==> src/rtl/core/gdrc_pkg.sv <==
// Shared types, widths and constants for the grid ray caster core.
// Used by the RAM-free controller, the datapath, the top level and the checker.
`timescale 1ns / 1ps

package gdrc_pkg;

    // Map defaults
    localparam int MAP_COLS_DEF   = 16;
    localparam int MAP_ROWS_DEF   = 16;
    localparam int TILE_KINDS_DEF = 3;

    // Fixed-point layout
    localparam int FRAC_BITS = 12;
    localparam int DIR_FRAC  = 14;
    localparam int ORG_W     = 16;
    localparam int DIR_W     = 16;
    localparam int COORD_W   = 17;
    localparam int DIST_W    = 40;
    localparam int LEN_W     = 16;
    localparam int QUO_W     = LEN_W + FRAC_BITS;
    localparam int RAD_W     = 32;
    localparam int CELL_W    = 12;
    localparam int MUL_A_W   = 16;
    localparam int MUL_B_W   = 30;
    localparam int MUL_P_W   = MUL_A_W + MUL_B_W;
    localparam int OFF_W     = MUL_P_W - DIR_FRAC;
    localparam int LIMIT_W   = 8;
    localparam int IDX_W     = 8;
    localparam int KIND_OUT_W = 2;

    localparam logic [DIST_W-1:0]    DIST_MAX    = {DIST_W{1'b1}};
    localparam logic [COORD_W-1:0]   COORD_MAX   = {COORD_W{1'b1}};
    localparam logic [FRAC_BITS:0]   FRAC_ONE    = {1'b1, {FRAC_BITS{1'b0}}};
    localparam logic [LIMIT_W-1:0]   LIMIT_RESET = 8'd100;

    // Iteration counts of the shared units
    localparam int SQRT_STEPS = LEN_W;
    localparam int DIV_STEPS  = QUO_W;
    localparam int CNT_W      = $clog2(DIV_STEPS);

    // Stream and register port widths
    localparam int IN_TDATA_W  = 72;
    localparam int OUT_TDATA_W = 48;
    localparam int APB_AW      = 3;
    localparam int APB_DW      = 32;
    localparam int REG_IDX_W   = APB_AW - 2;
    localparam logic [REG_IDX_W-1:0] REG_DIST_LIMIT = 1'b0;

    typedef enum logic [4:0] {
        ST_IDLE,
        ST_EDIT_RD,
        ST_EDIT_WR,
        ST_SQ_X,
        ST_SQ_Y,
        ST_SQRT_INIT,
        ST_SQRT,
        ST_DIV_INIT,
        ST_DIV,
        ST_FIRST_X,
        ST_FIRST_Y,
        ST_WALK_INIT,
        ST_STEP,
        ST_CHECK,
        ST_HIT_X,
        ST_HIT_Y,
        ST_HIT_SAVE,
        ST_FINISH
    } t_state;

    typedef enum logic [2:0] {
        MUL_SQ_X,
        MUL_SQ_Y,
        MUL_FIRST_X,
        MUL_FIRST_Y,
        MUL_HIT_X,
        MUL_HIT_Y
    } t_mul_sel;

    typedef struct packed {
        logic     load_in;
        t_mul_sel mul_sel;
        logic     sq_save;
        logic     sqrt_init;
        logic     sqrt_step;
        logic     div_init;
        logic     div_step;
        logic     first_x_save;
        logic     walk_init;
        logic     step;
        logic     edit_read;
        logic     edit_write;
        logic     hit_x_save;
        logic     hit_y_save;
        logic     res_miss;
        logic     load_out;
    } t_cmd;

    typedef struct packed {
        logic cast;
        logic at_limit;
        logic hit_found;
    } t_status;

endpackage

==> src/rtl/core/gdrc_ram.sv <==
// Generic single-write, single-read RAM with registered read data.
// No dependencies.
`timescale 1ns / 1ps

module gdrc_ram #(
    parameter int WIDTH = 2,
    parameter int DEPTH = 256
) (
    input  logic                     i_clk,
    input  logic                     i_we,
    input  logic [$clog2(DEPTH)-1:0] i_waddr,
    input  logic [WIDTH-1:0]         i_wdata,
    input  logic [$clog2(DEPTH)-1:0] i_raddr,
    output logic [WIDTH-1:0]         o_rdata
);

    logic [WIDTH-1:0] r_mem [DEPTH];
    logic [WIDTH-1:0] r_rdata;

    // Write port and registered read port
    always_ff @(posedge i_clk) begin
        if (i_we) begin
            r_mem[i_waddr] <= i_wdata;
        end
        r_rdata <= r_mem[i_raddr];
    end

    assign o_rdata = r_rdata;

endmodule

==> src/rtl/core/gdrc_ctrl.sv <==
// Sequencer for the ray caster: issues datapath commands per state.
// Depends on gdrc_pkg for the state, command and status types.
`timescale 1ns / 1ps

module gdrc_ctrl (
    input  logic             i_clk,
    input  logic             i_rst_n,
    input  logic             i_in_valid,
    output logic             o_in_ready,
    output logic             o_out_valid,
    input  logic             i_out_ready,
    input  gdrc_pkg::t_status i_status,
    output gdrc_pkg::t_cmd   o_cmd
);
    import gdrc_pkg::*;

    t_state           r_state, n_state;
    logic [CNT_W-1:0] r_cnt, n_cnt;
    logic             r_out_valid, n_out_valid;
    t_cmd             w_cmd;

    // State, counter and result flag
    always_ff @(posedge i_clk) begin
        if (!i_rst_n) begin
            r_state     <= ST_IDLE;
            r_cnt       <= '0;
            r_out_valid <= 1'b0;
        end else begin
            r_state     <= n_state;
            r_cnt       <= n_cnt;
            r_out_valid <= n_out_valid;
        end
    end

    // Next state and commands
    always_comb begin
        n_state     = r_state;
        n_cnt       = r_cnt;
        n_out_valid = r_out_valid;
        w_cmd       = '0;
        w_cmd.mul_sel = MUL_SQ_X;
        if (r_out_valid && i_out_ready) begin
            n_out_valid = 1'b0;
        end
        unique case (r_state)
            ST_IDLE: begin
                if (i_in_valid) begin
                    w_cmd.load_in = 1'b1;
                    n_state = ST_SQ_X;
                end
            end
            ST_SQ_X: begin
                // First cycle after the request: pick edit or cast
                if (!i_status.cast) begin
                    n_state = ST_EDIT_RD;
                end else begin
                    w_cmd.mul_sel = MUL_SQ_X;
                    n_state = ST_SQ_Y;
                end
            end
            ST_EDIT_RD: begin
                w_cmd.edit_read = 1'b1;
                n_state = ST_EDIT_WR;
            end
            ST_EDIT_WR: begin
                w_cmd.edit_write = 1'b1;
                n_state = ST_FINISH;
            end
            ST_SQ_Y: begin
                w_cmd.mul_sel = MUL_SQ_Y;
                w_cmd.sq_save = 1'b1;
                n_state = ST_SQRT_INIT;
            end
            ST_SQRT_INIT: begin
                w_cmd.sqrt_init = 1'b1;
                n_cnt = '0;
                n_state = ST_SQRT;
            end
            ST_SQRT: begin
                w_cmd.sqrt_step = 1'b1;
                n_cnt = r_cnt + CNT_W'(1);
                if (r_cnt == CNT_W'(SQRT_STEPS - 1)) begin
                    n_state = ST_DIV_INIT;
                end
            end
            ST_DIV_INIT: begin
                w_cmd.div_init = 1'b1;
                n_cnt = '0;
                n_state = ST_DIV;
            end
            ST_DIV: begin
                w_cmd.div_step = 1'b1;
                n_cnt = r_cnt + CNT_W'(1);
                if (r_cnt == CNT_W'(DIV_STEPS - 1)) begin
                    n_state = ST_FIRST_X;
                end
            end
            ST_FIRST_X: begin
                w_cmd.mul_sel = MUL_FIRST_X;
                n_state = ST_FIRST_Y;
            end
            ST_FIRST_Y: begin
                w_cmd.mul_sel = MUL_FIRST_Y;
                w_cmd.first_x_save = 1'b1;
                n_state = ST_WALK_INIT;
            end
            ST_WALK_INIT: begin
                w_cmd.walk_init = 1'b1;
                n_state = ST_STEP;
            end
            ST_STEP: begin
                // Give up at the limit, else advance one cell and read it
                if (i_status.at_limit) begin
                    w_cmd.res_miss = 1'b1;
                    n_state = ST_FINISH;
                end else begin
                    w_cmd.step = 1'b1;
                    n_state = ST_CHECK;
                end
            end
            ST_CHECK: begin
                n_state = i_status.hit_found ? ST_HIT_X : ST_STEP;
            end
            ST_HIT_X: begin
                w_cmd.mul_sel = MUL_HIT_X;
                n_state = ST_HIT_Y;
            end
            ST_HIT_Y: begin
                w_cmd.mul_sel = MUL_HIT_Y;
                w_cmd.hit_x_save = 1'b1;
                n_state = ST_HIT_SAVE;
            end
            ST_HIT_SAVE: begin
                w_cmd.hit_y_save = 1'b1;
                n_state = ST_FINISH;
            end
            ST_FINISH: begin
                // Hold until the output register is free
                if (!r_out_valid || i_out_ready) begin
                    w_cmd.load_out = 1'b1;
                    n_out_valid = 1'b1;
                    n_state = ST_IDLE;
                end
            end
            default: begin
                n_state = ST_IDLE;
            end
        endcase
    end

    assign o_cmd       = w_cmd;
    assign o_in_ready  = (r_state == ST_IDLE);
    assign o_out_valid = r_out_valid;

endmodule

==> src/rtl/core/gdrc_datapath.sv <==
// Datapath of the ray caster: map store, shared multiplier, square root,
// two-lane divider, cell walker and result registers. Uses gdrc_pkg and gdrc_ram.
`timescale 1ns / 1ps

module gdrc_datapath #(
    parameter int MAP_COLS   = gdrc_pkg::MAP_COLS_DEF,
    parameter int MAP_ROWS   = gdrc_pkg::MAP_ROWS_DEF,
    parameter int TILE_KINDS = gdrc_pkg::TILE_KINDS_DEF
) (
    input  logic                           i_clk,
    input  logic                           i_rst_n,
    input  gdrc_pkg::t_cmd                 i_cmd,
    output gdrc_pkg::t_status              o_status,
    input  logic                           i_mode,
    input  logic [3:0]                     i_cell_column,
    input  logic [3:0]                     i_cell_row,
    input  logic [gdrc_pkg::ORG_W-1:0]     i_origin_x,
    input  logic [gdrc_pkg::ORG_W-1:0]     i_origin_y,
    input  logic signed [gdrc_pkg::DIR_W-1:0] i_dir_x,
    input  logic signed [gdrc_pkg::DIR_W-1:0] i_dir_y,
    input  logic                           i_cfg_we,
    input  logic [gdrc_pkg::LIMIT_W-1:0]   i_cfg_data,
    output logic [gdrc_pkg::LIMIT_W-1:0]   o_distance_limit,
    output logic                           o_hit,
    output logic [gdrc_pkg::IDX_W-1:0]     o_hit_cell_index,
    output logic [gdrc_pkg::KIND_OUT_W-1:0] o_hit_kind,
    output logic [gdrc_pkg::COORD_W-1:0]   o_hit_x,
    output logic [gdrc_pkg::COORD_W-1:0]   o_hit_y
);
    import gdrc_pkg::*;

    localparam int DEPTH = MAP_COLS * MAP_ROWS;
    localparam int AW    = $clog2(DEPTH);
    localparam int KW    = $clog2(TILE_KINDS + 1);

    function automatic logic [DIST_W-1:0] sat_add(input logic [DIST_W-1:0] a,
                                                  input logic [DIST_W-1:0] b);
        logic [DIST_W:0] s;
        s = {1'b0, a} + {1'b0, b};
        return s[DIST_W] ? DIST_MAX : s[DIST_W-1:0];
    endfunction

    function automatic logic [COORD_W-1:0] hit_coord(input logic [ORG_W-1:0] org,
                                                     input logic neg,
                                                     input logic big,
                                                     input logic [MUL_P_W-1:0] prod);
        logic [OFF_W-1:0] off;
        logic [OFF_W+1:0] sum;
        logic [COORD_W-1:0] res;
        off = prod[MUL_P_W-1:DIR_FRAC];
        sum = (OFF_W+2)'(org) + (OFF_W+2)'(off);
        if (big) begin
            res = neg ? '0 : COORD_MAX;
        end else if (neg) begin
            res = (off > OFF_W'(org)) ? '0 : COORD_W'(OFF_W'(org) - off);
        end else begin
            res = (sum > (OFF_W+2)'(COORD_MAX)) ? COORD_MAX : sum[COORD_W-1:0];
        end
        return res;
    endfunction

    // Request registers
    logic                 r_mode;
    logic [3:0]           r_col, r_row;
    logic [ORG_W-1:0]     r_ox, r_oy;
    logic [DIR_W-1:0]     r_adx, r_ady;
    logic                 r_neg_x, r_neg_y;
    logic [LIMIT_W-1:0]   r_distance_limit;

    // Arithmetic units
    logic [MUL_A_W-1:0]   w_mul_a;
    logic [MUL_B_W-1:0]   w_mul_b;
    logic [MUL_P_W-1:0]   r_prod;
    logic [RAD_W-1:0]     r_sq, r_rad;
    logic [LEN_W+3:0]     r_rem;
    logic [LEN_W-1:0]     r_root;
    logic [LEN_W+3:0]     w_rem_sh, w_trial;
    logic [QUO_W-1:0]     r_num [2];
    logic [DIR_W-1:0]     r_drem [2];
    logic [QUO_W-1:0]     r_quo [2];
    logic [DIR_W-1:0]     w_den [2];
    logic [DIR_W:0]       w_drem_sh [2];

    // Walker
    logic [DIST_W-1:0]    r_lx, r_ly, r_dist;
    logic [DIST_W-1:0]    w_stx, w_sty;
    logic [DIST_W:0]      w_zlen_x, w_zlen_y;
    logic signed [CELL_W-1:0] r_cx, r_cy, w_cx_n, w_cy_n;
    logic signed [CELL_W-1:0] w_col, w_row;
    logic                 w_x_steps;
    logic [2*CELL_W-1:0]  w_lin;
    logic [AW-1:0]        w_addr, w_raddr;
    logic                 w_in_grid, w_border, w_rd_issue;
    logic [FRAC_BITS:0]   w_fx, w_fy;

    // Map store
    logic [DEPTH-1:0]     r_valid;
    logic                 r_rd_valid, r_rd_border, r_in_grid;
    logic [AW-1:0]        r_rd_addr;
    logic [KW-1:0]        w_ram_q, w_kind, w_kind_new;
    logic [KW+KIND_OUT_W-1:0] w_kind_ext, w_new_ext;
    logic [AW+IDX_W-1:0]  w_idx_ext;
    logic                 w_we;

    // Results
    logic                 r_res_hit;
    logic [IDX_W-1:0]     r_res_idx;
    logic [KIND_OUT_W-1:0] r_res_kind;
    logic [COORD_W-1:0]   r_res_hx, r_res_hy;
    logic                 r_out_hit;
    logic [IDX_W-1:0]     r_out_idx;
    logic [KIND_OUT_W-1:0] r_out_kind;
    logic [COORD_W-1:0]   r_out_hx, r_out_hy;
    logic                 w_big;

    // Distance limit register
    always_ff @(posedge i_clk) begin
        if (!i_rst_n) begin
            r_distance_limit <= LIMIT_RESET;
        end else if (i_cfg_we) begin
            r_distance_limit <= i_cfg_data;
        end
    end

    // Capture the request, keeping direction as sign and magnitude
    always_ff @(posedge i_clk) begin
        if (i_cmd.load_in) begin
            r_mode  <= i_mode;
            r_col   <= i_cell_column;
            r_row   <= i_cell_row;
            r_ox    <= i_origin_x;
            r_oy    <= i_origin_y;
            r_neg_x <= i_dir_x[DIR_W-1];
            r_neg_y <= i_dir_y[DIR_W-1];
            r_adx   <= i_dir_x[DIR_W-1] ? DIR_W'(-i_dir_x) : DIR_W'(i_dir_x);
            r_ady   <= i_dir_y[DIR_W-1] ? DIR_W'(-i_dir_y) : DIR_W'(i_dir_y);
        end
    end

    // Shared multiplier operand select
    assign w_fx = r_neg_x ? {1'b0, r_ox[FRAC_BITS-1:0]} : FRAC_ONE - {1'b0, r_ox[FRAC_BITS-1:0]};
    assign w_fy = r_neg_y ? {1'b0, r_oy[FRAC_BITS-1:0]} : FRAC_ONE - {1'b0, r_oy[FRAC_BITS-1:0]};

    always_comb begin
        unique case (i_cmd.mul_sel)
            MUL_SQ_X: begin
                w_mul_a = r_adx;
                w_mul_b = MUL_B_W'(r_adx);
            end
            MUL_SQ_Y: begin
                w_mul_a = r_ady;
                w_mul_b = MUL_B_W'(r_ady);
            end
            MUL_FIRST_X: begin
                w_mul_a = MUL_A_W'(w_fx);
                w_mul_b = MUL_B_W'(r_quo[0]);
            end
            MUL_FIRST_Y: begin
                w_mul_a = MUL_A_W'(w_fy);
                w_mul_b = MUL_B_W'(r_quo[1]);
            end
            MUL_HIT_X: begin
                w_mul_a = r_adx;
                w_mul_b = r_dist[MUL_B_W-1:0];
            end
            MUL_HIT_Y: begin
                w_mul_a = r_ady;
                w_mul_b = r_dist[MUL_B_W-1:0];
            end
            default: begin
                w_mul_a = '0;
                w_mul_b = '0;
            end
        endcase
    end

    always_ff @(posedge i_clk) begin
        r_prod <= MUL_P_W'(w_mul_a) * MUL_P_W'(w_mul_b);
    end

    // Square root, two radicand bits per cycle
    assign w_rem_sh = {r_rem[LEN_W+1:0], r_rad[RAD_W-1:RAD_W-2]};
    assign w_trial  = {2'b00, r_root, 2'b01};

    always_ff @(posedge i_clk) begin
        if (i_cmd.sq_save) begin
            r_sq <= r_prod[RAD_W-1:0];
        end
        if (i_cmd.sqrt_init) begin
            r_rad  <= r_sq + r_prod[RAD_W-1:0];
            r_rem  <= '0;
            r_root <= '0;
        end else if (i_cmd.sqrt_step) begin
            r_rad <= {r_rad[RAD_W-3:0], 2'b00};
            if (w_rem_sh >= w_trial) begin
                r_rem  <= w_rem_sh - w_trial;
                r_root <= {r_root[LEN_W-2:0], 1'b1};
            end else begin
                r_rem  <= w_rem_sh;
                r_root <= {r_root[LEN_W-2:0], 1'b0};
            end
        end
    end

    // Two-lane restoring divider: step length = (len << FRAC_BITS) / |d|
    assign w_den[0] = r_adx;
    assign w_den[1] = r_ady;

    always_comb begin
        for (int i = 0; i < 2; i++) begin
            w_drem_sh[i] = {r_drem[i], r_num[i][QUO_W-1]};
        end
    end

    always_ff @(posedge i_clk) begin
        for (int i = 0; i < 2; i++) begin
            if (i_cmd.div_init) begin
                r_num[i]  <= {r_root, {FRAC_BITS{1'b0}}};
                r_drem[i] <= '0;
                r_quo[i]  <= '0;
            end else if (i_cmd.div_step) begin
                r_num[i] <= {r_num[i][QUO_W-2:0], 1'b0};
                if (w_drem_sh[i] >= {1'b0, w_den[i]}) begin
                    r_drem[i] <= DIR_W'(w_drem_sh[i] - {1'b0, w_den[i]});
                    r_quo[i]  <= {r_quo[i][QUO_W-2:0], 1'b1};
                end else begin
                    r_drem[i] <= w_drem_sh[i][DIR_W-1:0];
                    r_quo[i]  <= {r_quo[i][QUO_W-2:0], 1'b0};
                end
            end
        end
    end

    // Cell walker
    assign w_stx     = (r_adx == '0) ? DIST_MAX : DIST_W'(r_quo[0]);
    assign w_sty     = (r_ady == '0) ? DIST_MAX : DIST_W'(r_quo[1]);
    assign w_x_steps = (r_lx < r_ly);
    assign w_cx_n    = !w_x_steps ? r_cx : (r_neg_x ? r_cx - CELL_W'(1) : r_cx + CELL_W'(1));
    assign w_cy_n    = w_x_steps ? r_cy : (r_neg_y ? r_cy - CELL_W'(1) : r_cy + CELL_W'(1));

    // Zero component: first length is the largest step scaled by the fraction
    assign w_zlen_x = {w_fx, {(DIST_W-FRAC_BITS){1'b0}}} - (DIST_W+1)'(1);
    assign w_zlen_y = {w_fy, {(DIST_W-FRAC_BITS){1'b0}}} - (DIST_W+1)'(1);

    always_ff @(posedge i_clk) begin
        if (i_cmd.first_x_save) begin
            r_lx <= (r_adx == '0) ? w_zlen_x[DIST_W-1:0] : DIST_W'(r_prod >> FRAC_BITS);
        end
        if (i_cmd.walk_init) begin
            r_ly   <= (r_ady == '0) ? w_zlen_y[DIST_W-1:0] : DIST_W'(r_prod >> FRAC_BITS);
            r_dist <= '0;
            r_cx   <= CELL_W'(r_ox[ORG_W-1:FRAC_BITS]);
            r_cy   <= CELL_W'(r_oy[ORG_W-1:FRAC_BITS]);
        end else if (i_cmd.step) begin
            r_cx <= w_cx_n;
            r_cy <= w_cy_n;
            if (w_x_steps) begin
                r_dist <= r_lx;
                r_lx   <= sat_add(r_lx, w_stx);
            end else begin
                r_dist <= r_ly;
                r_ly   <= sat_add(r_ly, w_sty);
            end
        end
    end

    // Map address of the edited or next walked cell
    assign w_col = i_cmd.edit_read ? CELL_W'(r_col) : w_cx_n;
    assign w_row = i_cmd.edit_read ? CELL_W'(r_row) : w_cy_n;
    assign w_in_grid = !w_col[CELL_W-1] && !w_row[CELL_W-1] &&
                       ($unsigned(w_col) < CELL_W'(MAP_COLS)) &&
                       ($unsigned(w_row) < CELL_W'(MAP_ROWS));
    assign w_border = (w_col == '0) || (w_row == '0) ||
                      ($unsigned(w_col) == CELL_W'(MAP_COLS - 1)) ||
                      ($unsigned(w_row) == CELL_W'(MAP_ROWS - 1));
    assign w_lin  = (2*CELL_W)'($unsigned(w_row)) * (2*CELL_W)'(MAP_COLS) +
                    (2*CELL_W)'($unsigned(w_col));
    assign w_addr = w_lin[AW-1:0];
    assign w_rd_issue = i_cmd.edit_read || i_cmd.step;
    // Hold the read address between issues so the read data stays on that cell
    assign w_raddr = w_rd_issue ? w_addr : r_rd_addr;

    always_ff @(posedge i_clk) begin
        if (w_rd_issue) begin
            r_rd_valid  <= r_valid[w_addr];
            r_rd_border <= w_border;
            r_in_grid   <= w_in_grid;
            r_rd_addr   <= w_addr;
        end
    end

    // Entries never edited read as their reset kind
    assign w_kind     = r_rd_valid ? w_ram_q : (r_rd_border ? KW'(1) : '0);
    assign w_kind_new = (w_kind == KW'(TILE_KINDS)) ? '0 : w_kind + KW'(1);
    assign w_kind_ext = {{KIND_OUT_W{1'b0}}, w_kind};
    assign w_new_ext  = {{KIND_OUT_W{1'b0}}, w_kind_new};
    assign w_idx_ext  = {{IDX_W{1'b0}}, r_rd_addr};
    assign w_we       = i_cmd.edit_write && r_in_grid;

    always_ff @(posedge i_clk) begin
        if (!i_rst_n) begin
            r_valid <= '0;
        end else if (w_we) begin
            r_valid[r_rd_addr] <= 1'b1;
        end
    end

    gdrc_ram #(
        .WIDTH (KW),
        .DEPTH (DEPTH)
    ) u_map (
        .i_clk   (i_clk),
        .i_we    (w_we),
        .i_waddr (r_rd_addr),
        .i_wdata (w_kind_new),
        .i_raddr (w_raddr),
        .o_rdata (w_ram_q)
    );

    // Result staging
    assign w_big = (r_dist[DIST_W-1:MUL_B_W] != '0);

    always_ff @(posedge i_clk) begin
        if (i_cmd.edit_write) begin
            r_res_hit  <= 1'b0;
            r_res_idx  <= r_in_grid ? w_idx_ext[IDX_W-1:0] : '0;
            r_res_kind <= r_in_grid ? w_new_ext[KIND_OUT_W-1:0] : '0;
            r_res_hx   <= '0;
            r_res_hy   <= '0;
        end else if (i_cmd.res_miss) begin
            r_res_hit  <= 1'b0;
            r_res_idx  <= '0;
            r_res_kind <= '0;
            r_res_hx   <= '0;
            r_res_hy   <= '0;
        end else if (i_cmd.hit_x_save) begin
            r_res_hit  <= 1'b1;
            r_res_idx  <= w_idx_ext[IDX_W-1:0];
            r_res_kind <= w_kind_ext[KIND_OUT_W-1:0];
            r_res_hx   <= hit_coord(r_ox, r_neg_x, w_big && (r_adx != '0), r_prod);
        end else if (i_cmd.hit_y_save) begin
            r_res_hy   <= hit_coord(r_oy, r_neg_y, w_big && (r_ady != '0), r_prod);
        end
    end

    // Output register
    always_ff @(posedge i_clk) begin
        if (i_cmd.load_out) begin
            r_out_hit  <= r_res_hit;
            r_out_idx  <= r_res_idx;
            r_out_kind <= r_res_kind;
            r_out_hx   <= r_res_hx;
            r_out_hy   <= r_res_hy;
        end
    end

    assign o_status.cast      = r_mode;
    assign o_status.at_limit  = (r_dist >= DIST_W'({r_distance_limit, {FRAC_BITS{1'b0}}}));
    assign o_status.hit_found = r_in_grid && (w_kind != '0);

    assign o_distance_limit = r_distance_limit;
    assign o_hit            = r_out_hit;
    assign o_hit_cell_index = r_out_idx;
    assign o_hit_kind       = r_out_kind;
    assign o_hit_x          = r_out_hx;
    assign o_hit_y          = r_out_hy;

endmodule

==> src/rtl/core/grid_dda_ray_caster_core.sv <==
// Top level of the grid ray caster: stream ports, register port, controller and datapath.
// Depends on gdrc_pkg, gdrc_ctrl, gdrc_datapath and gdrc_ram.
//
//   Channel  | Dir | Handshake                 | Carries
//   s_axis   | in  | tvalid / tready           | edit or cast request
//   m_axis   | out | tvalid / tready           | one result per request
//   apb      | in  | psel, penable, pwrite     | distance_limit at byte 0
//
// Edit: read the addressed cell, then write its next kind and finish.
// Cast: setup (square root in 16 steps, two-lane divider in 28 steps, multiplies and loads),
// then the cell walk with a map RAM read per cell stepped, then the hit multiplies on a hit;
// the walk loop over the map RAM read sets the rate.
// One request at a time; tready is high again once the result sits in the output register.
// A full output register stalls the finished request; reset is synchronous, active low.
`timescale 1ns / 1ps

module grid_dda_ray_caster_core #(
    parameter int MAP_COLS   = gdrc_pkg::MAP_COLS_DEF,
    parameter int MAP_ROWS   = gdrc_pkg::MAP_ROWS_DEF,
    parameter int TILE_KINDS = gdrc_pkg::TILE_KINDS_DEF
) (
    input  logic                               i_clk,
    input  logic                               i_rst_n,
    input  logic                               i_s_axis_tvalid,
    output logic                               o_s_axis_tready,
    // cell_column[3:0], cell_row[7:4], origin_x[23:8], origin_y[39:24],
    // dir_x[55:40], dir_y[71:56]
    input  logic [gdrc_pkg::IN_TDATA_W-1:0]    i_s_axis_tdata,
    // mode[0]
    input  logic [0:0]                         i_s_axis_tuser,
    output logic                               o_m_axis_tvalid,
    input  logic                               i_m_axis_tready,
    // hit_cell_index[7:0], hit_kind[9:8], hit_x[26:10], hit_y[43:27], zero[47:44]
    output logic [gdrc_pkg::OUT_TDATA_W-1:0]   o_m_axis_tdata,
    // hit[0]
    output logic [0:0]                         o_m_axis_tuser,
    input  logic                               i_psel,
    input  logic                               i_penable,
    input  logic                               i_pwrite,
    input  logic [gdrc_pkg::APB_AW-1:0]        i_paddr,
    input  logic [gdrc_pkg::APB_DW-1:0]        i_pwdata,
    output logic [gdrc_pkg::APB_DW-1:0]        o_prdata,
    output logic                               o_pready
);
    import gdrc_pkg::*;

    t_cmd                  w_cmd;
    t_status               w_status;
    logic                  w_cfg_we;
    logic                  w_reg_hit;
    logic [LIMIT_W-1:0]    w_limit;
    logic                  w_hit;
    logic [IDX_W-1:0]      w_idx;
    logic [KIND_OUT_W-1:0] w_kind;
    logic [COORD_W-1:0]    w_hx, w_hy;

    // Register decode
    assign o_pready  = 1'b1;
    assign w_reg_hit = (i_paddr[APB_AW-1:2] == REG_DIST_LIMIT);
    assign w_cfg_we  = i_psel && i_penable && i_pwrite && o_pready && w_reg_hit;
    assign o_prdata  = w_reg_hit ? APB_DW'(w_limit) : '0;

    gdrc_ctrl u_ctrl (
        .i_clk       (i_clk),
        .i_rst_n     (i_rst_n),
        .i_in_valid  (i_s_axis_tvalid),
        .o_in_ready  (o_s_axis_tready),
        .o_out_valid (o_m_axis_tvalid),
        .i_out_ready (i_m_axis_tready),
        .i_status    (w_status),
        .o_cmd       (w_cmd)
    );

    gdrc_datapath #(
        .MAP_COLS   (MAP_COLS),
        .MAP_ROWS   (MAP_ROWS),
        .TILE_KINDS (TILE_KINDS)
    ) u_datapath (
        .i_clk            (i_clk),
        .i_rst_n          (i_rst_n),
        .i_cmd            (w_cmd),
        .o_status         (w_status),
        .i_mode           (i_s_axis_tuser[0]),
        .i_cell_column    (i_s_axis_tdata[3:0]),
        .i_cell_row       (i_s_axis_tdata[7:4]),
        .i_origin_x       (i_s_axis_tdata[23:8]),
        .i_origin_y       (i_s_axis_tdata[39:24]),
        .i_dir_x          (i_s_axis_tdata[55:40]),
        .i_dir_y          (i_s_axis_tdata[71:56]),
        .i_cfg_we         (w_cfg_we),
        .i_cfg_data       (i_pwdata[LIMIT_W-1:0]),
        .o_distance_limit (w_limit),
        .o_hit            (w_hit),
        .o_hit_cell_index (w_idx),
        .o_hit_kind       (w_kind),
        .o_hit_x          (w_hx),
        .o_hit_y          (w_hy)
    );

    // Pack the result
    assign o_m_axis_tdata = {4'b0000, w_hy, w_hx, w_kind, w_idx};
    assign o_m_axis_tuser = w_hit;

endmodule

==> config.mk <==
export PLATFORM = sky130hd
export DESIGN_NAME = grid_dda_ray_caster_core
export DESIGN_NICKNAME = d
export VERILOG_FILES = /design/src/rtl/core/gdrc_pkg.sv /design/src/rtl/core/gdrc_ram.sv /design/src/rtl/core/gdrc_ctrl.sv /design/src/rtl/core/gdrc_datapath.sv /design/src/rtl/core/grid_dda_ray_caster_core.sv
export SDC_FILE = /design/constraint.sdc
export NUM_CORES = 2
export LEC_CHECK = 0
export BUFFER_PORTS_ARGS = -buffer_cell sky130_fd_sc_hd__buf_2
export CAP_MARGIN = 15
export CORE_MARGIN = 5
export CORE_UTILIZATION = 48
export DETAILED_ROUTE_END_ITERATION = 7
export PLACE_DENSITY = 0.67
export SLEW_MARGIN = 20
export SYNTH_ARGS = -nofsm -noshare
export SYNTH_HDL_FRONTEND = slang
export SYNTH_HIERARCHICAL = 1
export SYNTH_SLANG_ARGS = --single-unit
==> constraint.sdc <==
create_clock -name i_clk -period 11.9 [get_ports i_clk]
set_input_delay 1.19 -clock i_clk [delete_from_list [all_inputs] [get_ports i_clk]]
set_output_delay 1.19 -clock i_clk [all_outputs]
set_load 0.02 [all_outputs]
After elaboration in Yosys (flattened, before gate mapping)
Memory sizes are Yosys's and may differ from the RTL's. A register that Yosys moved wholly into a read port is not among the register bits. Index checks and enable logic that the tools add are counted.

Bits in registers: 739. Memory bits (writable): 654. Bits of input ports: 115. Output and inout port bits: 84. Word-level logic and storage cells: 299. Memories kept: 4.

Memory list: u_datapath.u_map.r_mem (words 256, width 2, rd ports 1, clocked after Yosys merged registers in 1, write ports 1, line gdrc_ram.sv:17) `logic [WIDTH-1:0] r_mem [DEPTH];`; u_datapath.r_quo (words 2, width 28, rd ports 2, clocked after Yosys merged registers in 0, write ports 2, line gdrc_datapath.sv:80) `logic [QUO_W-1:0] r_quo [2];`; u_datapath.r_num (words 2, width 27, rd ports 2, clocked after Yosys merged registers in 0, write ports 2, line gdrc_datapath.sv:78) `logic [QUO_W-1:0] r_num [2];`; u_datapath.r_drem (words 2, width 16, rd ports 2, clocked after Yosys merged registers in 0, write ports 2, line gdrc_datapath.sv:79) `logic [DIR_W-1:0] r_drem [2];`.

Add/subtract/negate cells: 23. Multiply operators: 1. Order comparisons: 14. Equal/unequal tests: 32. Multiplexer cells: 126. Bitwise operators: 13. Reductions and logical operators: 44.

Operators by type and width (number): $mux W40 (14); $or A256 B256 Y256 (1); $mux W17 (10); $pmux W30 S5 (1); $mux W28 (4); $pmux W5 S17 (1); $add A40 B40 Y41 (2); $sub A40 B1 Y40 const B (2); $mux W12 (6); $gt A34 B17 Y1 const B (2); $add A16 B32 Y33 (2); $gt A32 B16 Y1 (2); $mux W16 (4); $mux W32 (2); $pmux W16 S4 (1); $mux W27 (2); $mux W1 (49); $mux W8 (6); $mul A16 B30 Y46 (1); $eq A5 B4 Y1 const B (9); $ge A40 B20 Y1 (1); $lt A40 B40 Y1 (1); $ge A17 B16 Y1 (2); $sub A16 B17 Y17 (2); other kinds (52) (126).

Longest topological paths before layout
Depth after elaboration: 8. Depth in mapped cells: 39. Gate-level depth less buffers: 35.

Hierarchy
The synthesis kept the hierarchy.

Modules (own cells, without submodules): gdrc_datapath (times used 1, cells each 7070, area an instance 63970.1 um2, seq. area each 20149.3 um2); gdrc_ram (times used 1, cells each 1242, area an instance 21381.8 um2, seq. area each 15414.8 um2); gdrc_ctrl (times used 1, cells each 117, area an instance 825.8 um2, seq. area each 220.2 um2); grid_dda_ray_caster_core (times used 1, cells each 40, area an instance 305.3 um2, seq. area each 0.0 um2).

Least setup slack after synthesis
OpenSTA, ideal clock, no wires.

Path type: register to register. Start: register u_ctrl.r_state[1]. End: register u_datapath.r_prod[45]. Setup time: 0.121 ns. Arrival: 9.358 ns. Required time: 11.779 ns. Slack: 2.421 ns. Stages on the path, launching flop included: 34. Buffers on the path: 4. Period minus slack after synthesis: 9.479 ns. Cell sequence: dfxtp_1 -> clkbuf_1 -> or3b_2 -> nor2_1 -> a31oi_1 -> nor2_1 -> buf_1 -> buf_1 -> clkbuf_1 -> mux2i_1 -> o21ai_0 -> a21oi_1 -> nor2_1 -> fa_1 -> inv_1 -> fa_1 -> inv_1 -> fa_1 -> inv_1 -> fa_1 -> fa_1 -> fa_1 -> inv_1 -> ha_1 -> and3_1 -> nor3b_1 -> a31o_2 -> a22oi_1 -> a211oi_1 -> o2111ai_1 -> a311oi_1 -> or4b_1 -> a31oi_1 -> xnor2_1.

RTL lines: from (decl) (line gdrc_ctrl.sv:17) `t_state r_state, n_state;`; from (signal assigned) (line gdrc_ctrl.sv:29) `r_state <= n_state;`; to (signal assigned) (line gdrc_datapath.sv:178) `r_prod <= MUL_P_W'(w_mul_a) * MUL_P_W'(w_mul_b);`; to (decl) (line gdrc_datapath.sv:73) `logic [MUL_P_W-1:0] r_prod;`.

==> flow_summary.rst <==
.. list-table::
   :header-rows: 1

   * - Metric
     - Value
   * - Growth of design area from synthesis to finish
     - 9.14%
   * - Fraction of registers with async set/reset
     - 0%
   * - TritonCTS clock tree
     - built
   * - Post-route fraction of the period consumed by the critical path
     - 90.3%
   * - Total grt overflow
     - 0
   * - Relative slew slack
     - 18.4%
   * - Post-layout minimum cycle time
     - 10740 ps
   * - Count of buffers inserted at the top-level ports
     - 143
   * - Measured slew at the worst slew-check pin
     - 1220 ps
   * - Number of hold buffers added after CTS
     - 0
   * - Row count
     - 155
   * - Endpoint type of the worst setup path
     - flop
   * - Maximum number of pins on one net before global-route repair
     - 125
   * - Final-layout fill cell count
     - 15.7k
   * - Setup slack after placement
     - 1460 ps
   * - Worst Path Required
     - 12590 ps
   * - First-pass GRT wire length
     - 379000 um
   * - Post-CTS resize count
     - 0
   * - Class of the most critical setup path
     - flop to flop
   * - Count of max-cap constraint violations
     - 0
   * - Setup fix buffers added after clock tree synthesis
     - 0
   * - Synth Flop Type
     - sky130_fd_sc_hd__edfxtp_1
   * - Outcome
     - finished, final reports clean
   * - Hold Vio Cnt, Final
     - 0
   * - Iteration count of the initial detailed-routing pass
     - 7
   * - Final number of setup-violating endpoints
     - 0
   * - Mean Syn Cell Area
     - 10.2 um2
   * - Total vias in the final route
     - 64.6k
   * - Layout cell share with drive strength beyond 1
     - 8.95%
   * - RePlAce Congestion
     - 0.960
   * - Deepest level of the CTS H-tree
     - 4
   * - Count of flip-flops with a built-in enable after synthesis
     - 861
   * - CTS sink count
     - 1357
   * - Delay contributed by the slowest stage of the critical path
     - 780 ps
   * - Class of the most critical hold timing path
     - flop to flop
   * - Die width
     - 434 um
   * - Count of warnings emitted by yosys
     - 6
   * - DIE AREA
     - 0.189 mm2
   * - Number of antenna violations at the first check in global routing
     - 2
   * - Arrival time reported for the critical path endpoint
     - 11430 ps
   * - Number of max-slew violations in the final report
     - 0
   * - Setup repair after global routing missed its margin
     - no
   * - Buffer cell driving the clock tree root
     - sky130_fd_sc_hd__clkbuf_16
   * - Cell repeated most along the worst path
     - sky130_fd_sc_hd__fa_1
   * - Post-detailed-placement half-perimeter wirelength
     - 177000 um
   * - Skew final
     - 68.8 ps
   * - Final worst slack
     - 1160 ps
   * - Fraction of the yosys area taken by sequential cells
     - 41.4%
   * - Number of nets in the layout
     - 9422
   * - Area occupied by multi-input gates
     - 0.0463 mm2
   * - Final wirelength
     - 249000 um
   * - Vertical die dimension
     - 434 um
   * - DRT antenna net count
     - 0
   * - Effective utilization at floorplan
     - 48.4%
   * - Register clock-pin slew on the reported worst setup and hold paths
     - 60 ps
   * - Max Freq
     - 0.0931 GHz
   * - Drc violations
     - 0
   * - Total negative slack for setup checks
     - 0 ps
   * - Critical-path cell with the highest stage delay
     - sky130_fd_sc_hd__mux2i_1
   * - Flop and latch count out of synthesis
     - 1357
   * - Mapped Cells
     - 8469
   * - Cell area after technology mapping
     - 0.0865 mm2
   * - Global-route total usage across every layer
     - 26.0%
   * - Category of the worst setup path launch point
     - flop
   * - Vias in the first global route
     - 64.7k
   * - Area used by sequential logic in the layout
     - 0.0358 mm2
   * - Via density per instance
     - 5.91
   * - Clock buffers created by TritonCTS
     - 148
   * - Count of pins on the block boundary
     - 199
   * - First-iteration detailed-routing DRC count
     - 5644
   * - Routed wirelength normalized by instance count
     - 22.8 um
   * - Clock tree buffer depth
     - 3
   * - Number of different library cells in the post-synthesis netlist
     - 115
   * - Skew-Pair Late Insertion Delay
     - 850 ps
   * - Crit Path Max Fanout
     - 31
   * - Core region area
     - 0.179 mm2
==> final cells by class <==
cell class	count	share of cell area [%]
timing repair buffer	280	1.90
clock buffer	197	4.33
antenna	1	0.00265
sequential	1357	37.9
clock inverter	75	0.952
multi-input combinational	5986	49.1
inverter	679	2.70
tap	2355	3.12
==> final timing paths <==
kind | startpoint | to | slack (ps) | cells past startpoint
worst max-delay path | u_ctrl/r_state[2]$_SDFFE_PN0P_ | u_datapath/r_prod[45]$_DFF_P_ | 1160 | 31
worst min-delay path | u_datapath/r_res_idx[5]$_DFFE_PP_ | u_datapath/o_hit_cell_index[5]$_DFFE_PP_ | 420 | 0
worst max register to register | u_ctrl/r_state[2]$_SDFFE_PN0P_ | u_datapath/r_prod[45]$_DFF_P_ | 1160 | 31
worst min register to register | u_datapath/r_res_idx[5]$_DFFE_PP_ | u_datapath/o_hit_cell_index[5]$_DFFE_PP_ | 420 | 0
==> state kept, by name, summed over array words and instances, names as in the netlist, 17 cells and up <==
register	flops
u_datapath/o_hit_y	17
u_datapath/u_map/r_mem	512
u_datapath/r_res_hx	17
u_datapath/r_res_hy	17
u_datapath/r_dist	40
u_datapath/r_valid	256
u_datapath/r_rem	18
u_datapath/r_quo	56
u_datapath/r_sq	32
u_datapath/r_prod	46
u_datapath/r_rad	32
u_datapath/r_lx	40
u_datapath/o_hit_x	17
u_datapath/r_drem	32
u_datapath/r_ly	40
==> Yosys cell counts, types with 125 or more instances <==
cell                       number  area [um2]
sky130_fd_sc_hd__a211oi_1     125         938
sky130_fd_sc_hd__a21oi_1      436        2180
sky130_fd_sc_hd__clkbuf_1     351        1320
sky130_fd_sc_hd__dfxtp_1      496        9930
sky130_fd_sc_hd__edfxtp_1     861       25900
sky130_fd_sc_hd__fa_1         402        8050
sky130_fd_sc_hd__ha_1         453        5670
sky130_fd_sc_hd__inv_1        676        2540
sky130_fd_sc_hd__mux2i_1      237        2370
sky130_fd_sc_hd__nand2_1      622        2330
sky130_fd_sc_hd__nand2b_1     130         813
sky130_fd_sc_hd__nor2_1      1152        4320
sky130_fd_sc_hd__nor2b_1      152         951
sky130_fd_sc_hd__o21a_1       253        1900
sky130_fd_sc_hd__o21ai_0      254        1270
sky130_fd_sc_hd__xnor2_1      234        2050
==> stage by stage <==
step / cells / utilization, % / area [um2] / hold WS (ps)
after global routing: 10900 / 52.8 / 94400 / 425
after floorplan: 8496 / - / 86600 / 400
after global placement: 10700 / 50.0 / 89400 / 403
after detailed placement: 10700 / 50.0 / 89400 / 406
final: 10900 / 52.8 / 94400 / 419
after CTS: 10900 / 52.8 / 94400 / 420
==> metal layers <==
layer | part of all wire (%) | GRT usage, % | vias up
met5 | 0 | 0 | -
met4 | 6.1 | 14.0 | 0
met3 | 7.0 | 4.62 | 609
met2 | 47 | 43.0 | 2388
li1 | - | - | 29600
met1 | 39 | 32.5 | 32100
==> critical path: cells and delay by family (launching register included) <==
kind	cells	cell delay, ps
adders and majority gates	7	3500
AOI/OAI and AO/OA	9	2860
and+or+nand+nor	8	2180
muxes	1	780
DFF	1	650
buffers and inverters	5	460
xor gates and xnor gates	1	90
==> kinds of logic after synthesis <==
kind of cell,count (synthesis),synth area share (%)
AO/OA/AOI/OAI,1703,13.2
other,2,0.00868
XOR/XNOR,318,3.22
flip-flops,1357,41.4
buffers and inverters,1153,5.54
AND/OR/NAND/NOR,2669,14.1
adder cells (fa/ha/maj),855,15.9
multiplexers,412,6.74
==> placed cells by master, fill, tap and decap left out, types with 31 or more instances in the layout <==
cell type                   Yosys  final
sky130_fd_sc_hd__inv_1        676    676
sky130_fd_sc_hd__nand3_1      110    108
sky130_fd_sc_hd__buf_2         31    142
sky130_fd_sc_hd__o21a_1       253    253
sky130_fd_sc_hd__and2_1       111    110
sky130_fd_sc_hd__fa_1         402    402
sky130_fd_sc_hd__o22a_1        45     45
sky130_fd_sc_hd__o21ai_0      254    247
sky130_fd_sc_hd__o22ai_1       37     32
sky130_fd_sc_hd__nand2b_1     130    129
sky130_fd_sc_hd__nor2b_1      152    150
sky130_fd_sc_hd__nor4_1        34     33
sky130_fd_sc_hd__nor2_1      1152   1141
sky130_fd_sc_hd__clkbuf_16      0    151
sky130_fd_sc_hd__buf_4         41    132
sky130_fd_sc_hd__o21bai_1      43     43
sky130_fd_sc_hd__nand2_1      622    620
sky130_fd_sc_hd__xnor2_1      234    234
sky130_fd_sc_hd__clkbuf_1     351     32
sky130_fd_sc_hd__edfxtp_1     861    861
sky130_fd_sc_hd__a22oi_1       31     31
sky130_fd_sc_hd__nor3_1       109    107
sky130_fd_sc_hd__a31oi_1       38     38
sky130_fd_sc_hd__mux2_2        50     50
sky130_fd_sc_hd__a2111oi_0     32     31
sky130_fd_sc_hd__nand4_1       59     59
sky130_fd_sc_hd__mux4_2       101    101
sky130_fd_sc_hd__a21o_1       104    104
sky130_fd_sc_hd__xor2_1        84     84
sky130_fd_sc_hd__mux2i_1      237    236
sky130_fd_sc_hd__ha_1         453    452
sky130_fd_sc_hd__a21oi_1      436    432
sky130_fd_sc_hd__dfxtp_1      496    496
sky130_fd_sc_hd__a211oi_1     125    125
sky130_fd_sc_hd__and3_1        48     48
Power is left out: the tool's default activity adds up to more than one toggle a clock period on the data nets, which glitch-free logic cannot reach.
